### config.mk
export PLATFORM = sky130hd
export DESIGN_NAME = ssos_fin_unit
export DESIGN_NICKNAME = d
export VERILOG_FILES = /design/src/sv/ssos_pkg.sv /design/src/sv/ssos_fin_unit.sv
export SDC_FILE = /design/constraint.sdc
export NUM_CORES = 2
export LEC_CHECK = 0
export CORE_MARGIN = 2
export CORE_UTILIZATION = 40
export CTS_CLUSTER_DIAMETER = 50
export DETAILED_ROUTE_END_ITERATION = 10
export DONT_BUFFER_PORTS = 1
export PLACE_DENSITY = 0.62
export RECOVER_POWER = 50
export SYNTH_ARGS = -nofsm -noshare
export SYNTH_HDL_FRONTEND = slang
export SYNTH_SLANG_ARGS = --single-unit
### constraint.sdc
create_clock -name clk -period 13.4 [get_ports clk]
set_input_delay 1.34 -clock clk [delete_from_list [all_inputs] [get_ports clk]]
set_output_delay 1.34 -clock clk [all_outputs]
set_load 0.005 [all_outputs]
### src/sv/ssos_pkg.sv
// ssos_pkg: shared constants, codes and types for the sensor statistics unit
// used by ssos_fin_unit and sensor_sigma_outlier_stats_unit
package ssos_pkg;

  localparam int NUM_SENSORS = 32;
  localparam int SAMPLE_BITS = 24;
  localparam int SLOT_W = (NUM_SENSORS > 1) ? $clog2(NUM_SENSORS) : 1;

  localparam logic [1:0] CMD_ACC   = 2'd0;
  localparam logic [1:0] CMD_FIN   = 2'd1;
  localparam logic [1:0] CMD_CHECK = 2'd2;
  localparam logic [1:0] CMD_SPARE = 2'd3;

  localparam logic [2:0] KIND_TEMP   = 3'd0;
  localparam logic [2:0] KIND_ENERGY = 3'd2;

  localparam logic [1:0] STATUS_OK      = 2'd0;
  localparam logic [1:0] STATUS_ALERT   = 2'd1;
  localparam logic [1:0] STATUS_CRIT    = 2'd2;
  localparam logic [1:0] STATUS_UNKNOWN = 2'd3;

  localparam logic [23:0] COUNT_MAX = 24'hFFFFFF;
  localparam logic [22:0] DEV_MAX   = 23'h7FFFFF;
  localparam logic [3:0]  SIGMA_RESET = 4'd3;

  localparam longint SMP_HI = (64'sd1 <<< (SAMPLE_BITS - 1)) - 64'sd1;
  localparam longint SMP_LO = -SMP_HI - 64'sd1;

  typedef struct packed {
    logic signed [47:0] sum;
    logic [63:0]        sq;
    logic [23:0]        cnt;
  } acc_entry_t;

  typedef struct packed {
    logic signed [23:0] mean;
    logic [22:0]        dev;
  } stat_entry_t;

  typedef struct packed {
    logic               done;
    logic signed [23:0] mean;
    logic [22:0]        dev;
  } fin_res_t;

  // clamp the raw reading to the configured sample range
  function automatic logic signed [23:0] sat_sample(input logic signed [23:0] raw);
    logic signed [63:0] v;
    logic signed [23:0] r;
    v = 64'(raw);
    if (v > SMP_HI) begin
      r = 24'(SMP_HI);
    end else if (v < SMP_LO) begin
      r = 24'(SMP_LO);
    end else begin
      r = raw;
    end
    return r;
  endfunction

endpackage

### src/sv/ssos_fin_unit.sv
// ssos_fin_unit: iterative mean and deviation of one sensor entry
// restoring divider (one bit a cycle, used twice) then bit-pair square root
// uses ssos_pkg
module ssos_fin_unit (
  input  logic                 clk,
  input  logic                 rst_n,
  input  logic                 start,
  input  ssos_pkg::acc_entry_t entry,
  output ssos_pkg::fin_res_t   res
);

  typedef enum logic [2:0] {F_IDLE, F_DIV, F_MUL, F_VAR, F_SQRT, F_DONE} fstate_t;

  fstate_t            state_r, state_nxt;
  logic [63:0]        dvd_r, dvd_nxt;
  logic [23:0]        rem_r, rem_nxt;
  logic [23:0]        cnt_r, cnt_nxt;
  logic [63:0]        sq_r, sq_nxt;
  logic               neg_r, neg_nxt;
  logic               pass_r, pass_nxt;
  logic [5:0]         step_r, step_nxt;
  logic signed [23:0] mean_r, mean_nxt;
  logic [63:0]        msq_r, msq_nxt;
  logic [47:0]        m2_r, m2_nxt;
  logic [63:0]        x_r, x_nxt;
  logic [63:0]        root_r, root_nxt;
  logic [63:0]        bit_r, bit_nxt;

  logic [24:0]        trial;
  logic               qbit;
  logic [63:0]        rb;
  logic [47:0]        mag;

  always_comb begin
    state_nxt = state_r;
    dvd_nxt   = dvd_r;
    rem_nxt   = rem_r;
    cnt_nxt   = cnt_r;
    sq_nxt    = sq_r;
    neg_nxt   = neg_r;
    pass_nxt  = pass_r;
    step_nxt  = step_r;
    mean_nxt  = mean_r;
    msq_nxt   = msq_r;
    m2_nxt    = m2_r;
    x_nxt     = x_r;
    root_nxt  = root_r;
    bit_nxt   = bit_r;
    trial     = {rem_r, dvd_r[63]};
    qbit      = (trial >= {1'b0, cnt_r});
    rb        = root_r + bit_r;
    mag       = entry.sum[47] ? 48'(-entry.sum) : 48'(entry.sum);
    case (state_r)
      F_IDLE: begin
        if (start) begin
          neg_nxt   = entry.sum[47];
          dvd_nxt   = {16'd0, mag};
          rem_nxt   = '0;
          cnt_nxt   = entry.cnt;
          sq_nxt    = entry.sq;
          pass_nxt  = 1'b0;
          step_nxt  = '0;
          state_nxt = F_DIV;
        end
      end
      F_DIV: begin
        rem_nxt  = qbit ? 24'(trial - {1'b0, cnt_r}) : trial[23:0];
        dvd_nxt  = {dvd_r[62:0], qbit};
        step_nxt = step_r + 6'd1;
        if (step_r == 6'd63) begin
          if (!pass_r) begin
            // first pass gave the mean magnitude, now divide the square sum
            mean_nxt = neg_r ? -{dvd_r[22:0], qbit} : {dvd_r[22:0], qbit};
            dvd_nxt  = sq_r;
            rem_nxt  = '0;
            pass_nxt = 1'b1;
          end else begin
            msq_nxt   = {dvd_r[62:0], qbit};
            state_nxt = F_MUL;
          end
        end
      end
      F_MUL: begin
        m2_nxt    = 48'(mean_r * mean_r);
        state_nxt = F_VAR;
      end
      F_VAR: begin
        x_nxt     = (msq_r > {16'd0, m2_r}) ? msq_r - {16'd0, m2_r} : '0;
        root_nxt  = '0;
        bit_nxt   = 64'h4000_0000_0000_0000;
        step_nxt  = '0;
        state_nxt = F_SQRT;
      end
      F_SQRT: begin
        if (x_r >= rb) begin
          x_nxt    = x_r - rb;
          root_nxt = (root_r >> 1) + bit_r;
        end else begin
          root_nxt = root_r >> 1;
        end
        bit_nxt  = bit_r >> 2;
        step_nxt = step_r + 6'd1;
        if (step_r == 6'd31) begin
          state_nxt = F_DONE;
        end
      end
      F_DONE: begin
        state_nxt = F_IDLE;
      end
      default: begin
        state_nxt = F_IDLE;
      end
    endcase
  end

  always_ff @(posedge clk) begin
    if (!rst_n) begin
      state_r <= F_IDLE;
    end else begin
      state_r <= state_nxt;
    end
    dvd_r  <= dvd_nxt;
    rem_r  <= rem_nxt;
    cnt_r  <= cnt_nxt;
    sq_r   <= sq_nxt;
    neg_r  <= neg_nxt;
    pass_r <= pass_nxt;
    step_r <= step_nxt;
    mean_r <= mean_nxt;
    msq_r  <= msq_nxt;
    m2_r   <= m2_nxt;
    x_r    <= x_nxt;
    root_r <= root_nxt;
    bit_r  <= bit_nxt;
  end

  assign res.done = (state_r == F_DONE);
  assign res.mean = mean_r;
  assign res.dev  = (root_r > {41'd0, ssos_pkg::DEV_MAX}) ? ssos_pkg::DEV_MAX : root_r[22:0];

endmodule

==> results.md <==
- Worst slack, placed: 5510 ps
- Synthesized area divided by synthesized cell count: 9.63 sq um
- Synth cell types: 93
- FF-to-FF Start: mean_r[23]
- Clock-pin slew on the worst setup and hold paths: 60 ps
- Total negative slack for setup checks: 0 ps
- Slack of the worst reg-to-reg path: 4200 ps
- Final count of hold timing violations: 0
- Post-CTS repair timing setup buffer count: 0
- Maximum net fanout on the critical path: 48
- Final count of pins violating max slew: 1070
- Slew at the pin with the worst max-slew slack: 3890 ps
- Cell taking the most area after synthesis: edfxtp_1
- Clock insertion delay at the later pin of the skew report: 660 ps
- Routability-driven placement congestion ratio: 0.899
- Count of instances resized after the clock tree is built: 0
- DIE HEIGHT: 362 um
- Number of nets in the layout: 6281
- Width of the die: 362 um
- Kind of capture point of the worst setup path: flip-flop
- Min setup slack post-route: 4200 ps
- Cts-stage hold buffer count: 0
- Drt wl/cell: 20.0 um
- GRT Overall Usage: 0.212
- Unrepaired setup endpoints after global routing: false
- R2R Path End: m2_r[44]
- Cell area after layout: 55300 sq um
- Global-route wire length before repair: 219000 um
- Post-detail-place hpwl: 109000 um
- Start-to-end type of the worst setup path: flip-flop to flip-flop
- Initial antenna violation count: 14
- Clock buffer count from CTS: 74
- DR vias: 38.3k
- Worst min path class: flip-flop to flip-flop
- Sink count of the clock tree: 482
- PwrDens: 74.0 nW/um^2
- Clock tree from TritonCTS: done
- Sum of overflow across all layers after global routing: 0
- Net Count, Synth: 6371
- Yosys warns: 0
- Root buf cell: clkbuf_16
- Area share of the largest cell type after synthesis: 0.281
- Run status: finished with violations
- Worst hold path endpoint: msq_r[48]
- Max H-tree Level: 3
- Failing checks: capacitance limit, slew limit
- Total DRC errors in the routed layout: 0
- Floorplan Core Area: 127000 sq um
- Effective utilization at floorplan: 0.403
- Row count: 131
- Cell depth of the worst flop-to-flop path: 25
- Period Utilization, post-route: 0.687
- Count of flip-flops with a built-in enable after synthesis: 479
- Timing-limited maximum frequency: 0.109 GHz
- Setup clock skew after layout: 39.1 ps
- Total of buffers placed on input and output ports: 0
- Seq/Total Area, Yosys: 0.282
- Number of optimization iterations in the first detailed-route pass: 6
- I/O Pins: 187
- Post-Route WL: 140000 um
- Clock Tree Buf Depth: 3
- Number of max-cap violations: 33
- Cells on Worst Hold Path: 0
- Async set-reset flop share out of synthesis: 0
- Via count of the first global-routing pass: 38.2k
- Pin count of the biggest net entering global routing: 70
- Worst slew margin relative to its limit: -1.59
- Fraction of final layout cells with drive strength greater than 1: 0.0402
- Worst Path Arrival: 9590 ps
- Count of nets left with antenna violations after detail routing: 0
- Data required time at the worst endpoint: 13790 ps
- Synth Instances: 5323
- Biggest area contributors in the synthesized netlist: edfxtp_1 28%, fa_1 22%, ha_1 8.5%
- Vias per cell: 5.51
- Largest voltage drop on the vdd net: 0.000103 V
- Most used DFF post-synth: edfxtp_1
- Fill cell instance count of the final layout: 12.2k
- Final critical delay including setup and external delays: 9200 ps
- Violation count after the first detailed-route iteration: 3047
- Placement-stage cell area: 52900 sq um
- Synth-to-Final Area Change: 7.90%
- Number of synthesized register bits: 482
- Setup-failing EPs final: 0
- Cell Area, Synth: 51300 sq um
- DIE AREA: 131000 sq um
- Kind of launch point of the worst setup path: flip-flop
- Hold Crit Start: dvd_r[47]
- Leakage: 0.0238 uW
[cells by family after synthesis]
| group | Yosys count | share of synthesized area |
|---|---|---|
| adder cells (fa/ha/maj) | 909 | 0.304 |
| AO/OA/AOI/OAI | 1084 | 0.137 |
| AND/OR/NAND/NOR | 1459 | 0.137 |
| multiplexers | 17 | 0.00334 |
| XOR/XNOR | 364 | 0.0622 |
| flip-flops | 482 | 0.282 |
| buffers and inverters | 1008 | 0.0748 |
[sequential cells by signal, indices dropped and copies added, names as in the netlist]
register	count
dvd_r	64
msq_r	64
root_r	64
sq_r	64
x_r	64
m2_r	47
bit_r	32
cnt_r	24
mean_r	24
rem_r	24
step_r	6
state_r	3
neg_r	1
pass_r	1
[layer usage]
| metal | vias up | global-route usage | wire length (um) |
|---|---|---|---|
| li1 | 17939 | - | - |
| met1 | 18993 | 0.293 | 61700 |
| met2 | 1176 | 0.342 | 65600 |
| met3 | 237 | 0.0299 | 8020 |
| met4 | 2 | 0.0712 | 4270 |
| met5 | - | 0 | 13 |
[worst max-delay path: stages (launching register included)]
cell and delay, ps:
edfxtp_1 320, clkbuf_1 1510, nand2_1 260, inv_1 220, fa_1 560, fa_1 730, inv_1 230, fa_1 520
inv_1 50, fa_1 480, fa_1 510, fa_1 510, inv_1 50, fa_1 480, inv_1 40, ha_1 340
a21o_1 210, a21o_1 180, a2111oi_0 390, o32ai_1 200, a221oi_1 320, a31oi_1 120, a21o_1 250, a21o_1 180
a21oi_1 160, xnor2_1 100
[through the flow]
stage           util  power, uW  instances  hold slack, ps
2_1_floorplan      -       2040       5323             426
3_3_place_gp   0.416       2130       6819             435
3_5_place_dp   0.416       2140       6819             433
4_1_cts        0.435       4130       6955             447
5_1_grt        0.434       4230       6965             449
6_report       0.434       4090       6965             446
[cell usage after synthesis, drive strengths merged (35+ instances only)]
cell	n
a211oi	51
a21o	118
a21oi	275
a31oi	113
and2	122
and3	71
buf	36
clkbuf	177
edfxtp	479
fa	560
ha	349
inv	795
nand2	549
nand2b	58
nand3	46
nand4	72
nor2	296
nor2b	51
nor3	63
o21ai	206
o21bai	42
o22ai	61
or3	35
xnor2	209
xor2	155
[worst max-delay path by stage]
stage | to | depth (start not counted) | slack, ps | from
6_report | m2_r[44] | 25 | 4200 | mean_r[23]
5_1_grt | m2_r[46] | 24 | 3500 | mean_r[23]
4_1_cts | m2_r[44] | 25 | 5490 | mean_r[23]
3_5_place_dp | m2_r[46] | 24 | 5510 | mean_r[23]
3_3_place_gp | m2_r[44] | 25 | 5650 | mean_r[23]
2_1_floorplan | x_r[0] | 24 | 3680 | root_r[8]
[report_power, final]
part | leakage (uW) | switching (uW) | internal (uW) | total, uW
registers | 0.00445 | 46.3 | 1730 | 1780
clock network | 0.00121 | 783 | 1200 | 1980
logic | 0.0182 | 201 | 132 | 333
total | 0.0238 | 1030 | 3060 | 4090
[layout by cell type, fill, tap and decap left out, types with 16 or more instances in the layout]
cell type,instances
a31o_2,19
o21a_1,26
nand2_1,548
o21bai_1,42
xnor2_1,209
o22ai_1,60
a211oi_1,50
nor4_1,26
ha_1,349
and2_1,119
a21o_1,118
xor2_1,155
a21oi_1,275
clkbuf_1,44
nor3_1,62
edfxtp_1,479
fa_1,560
inv_1,792
a31oi_1,113
o211ai_1,21
clkbuf_16,74
nor2b_1,50
nand3_1,46
nand4_1,69
o21ai_0,191
nor2_1,293
and3_1,71
o31ai_1,24
or3_1,35
nand2b_1,57
mux2i_1,16
[layout make-up]
cell class                 count  area [sq um]  share of cell area
multi-input combinational   3833         33000               0.597
sequential                   482         14400               0.261
inverter                     795          2990              0.0540
tap                         1662          2080              0.0376
clock buffer                  86          1900              0.0343
clock inverter                50           619              0.0112
timing repair buffer          47           233             0.00421
antenna                       10          25.0            0.000452
Note: power is estimated with default switching activity, not from simulation.
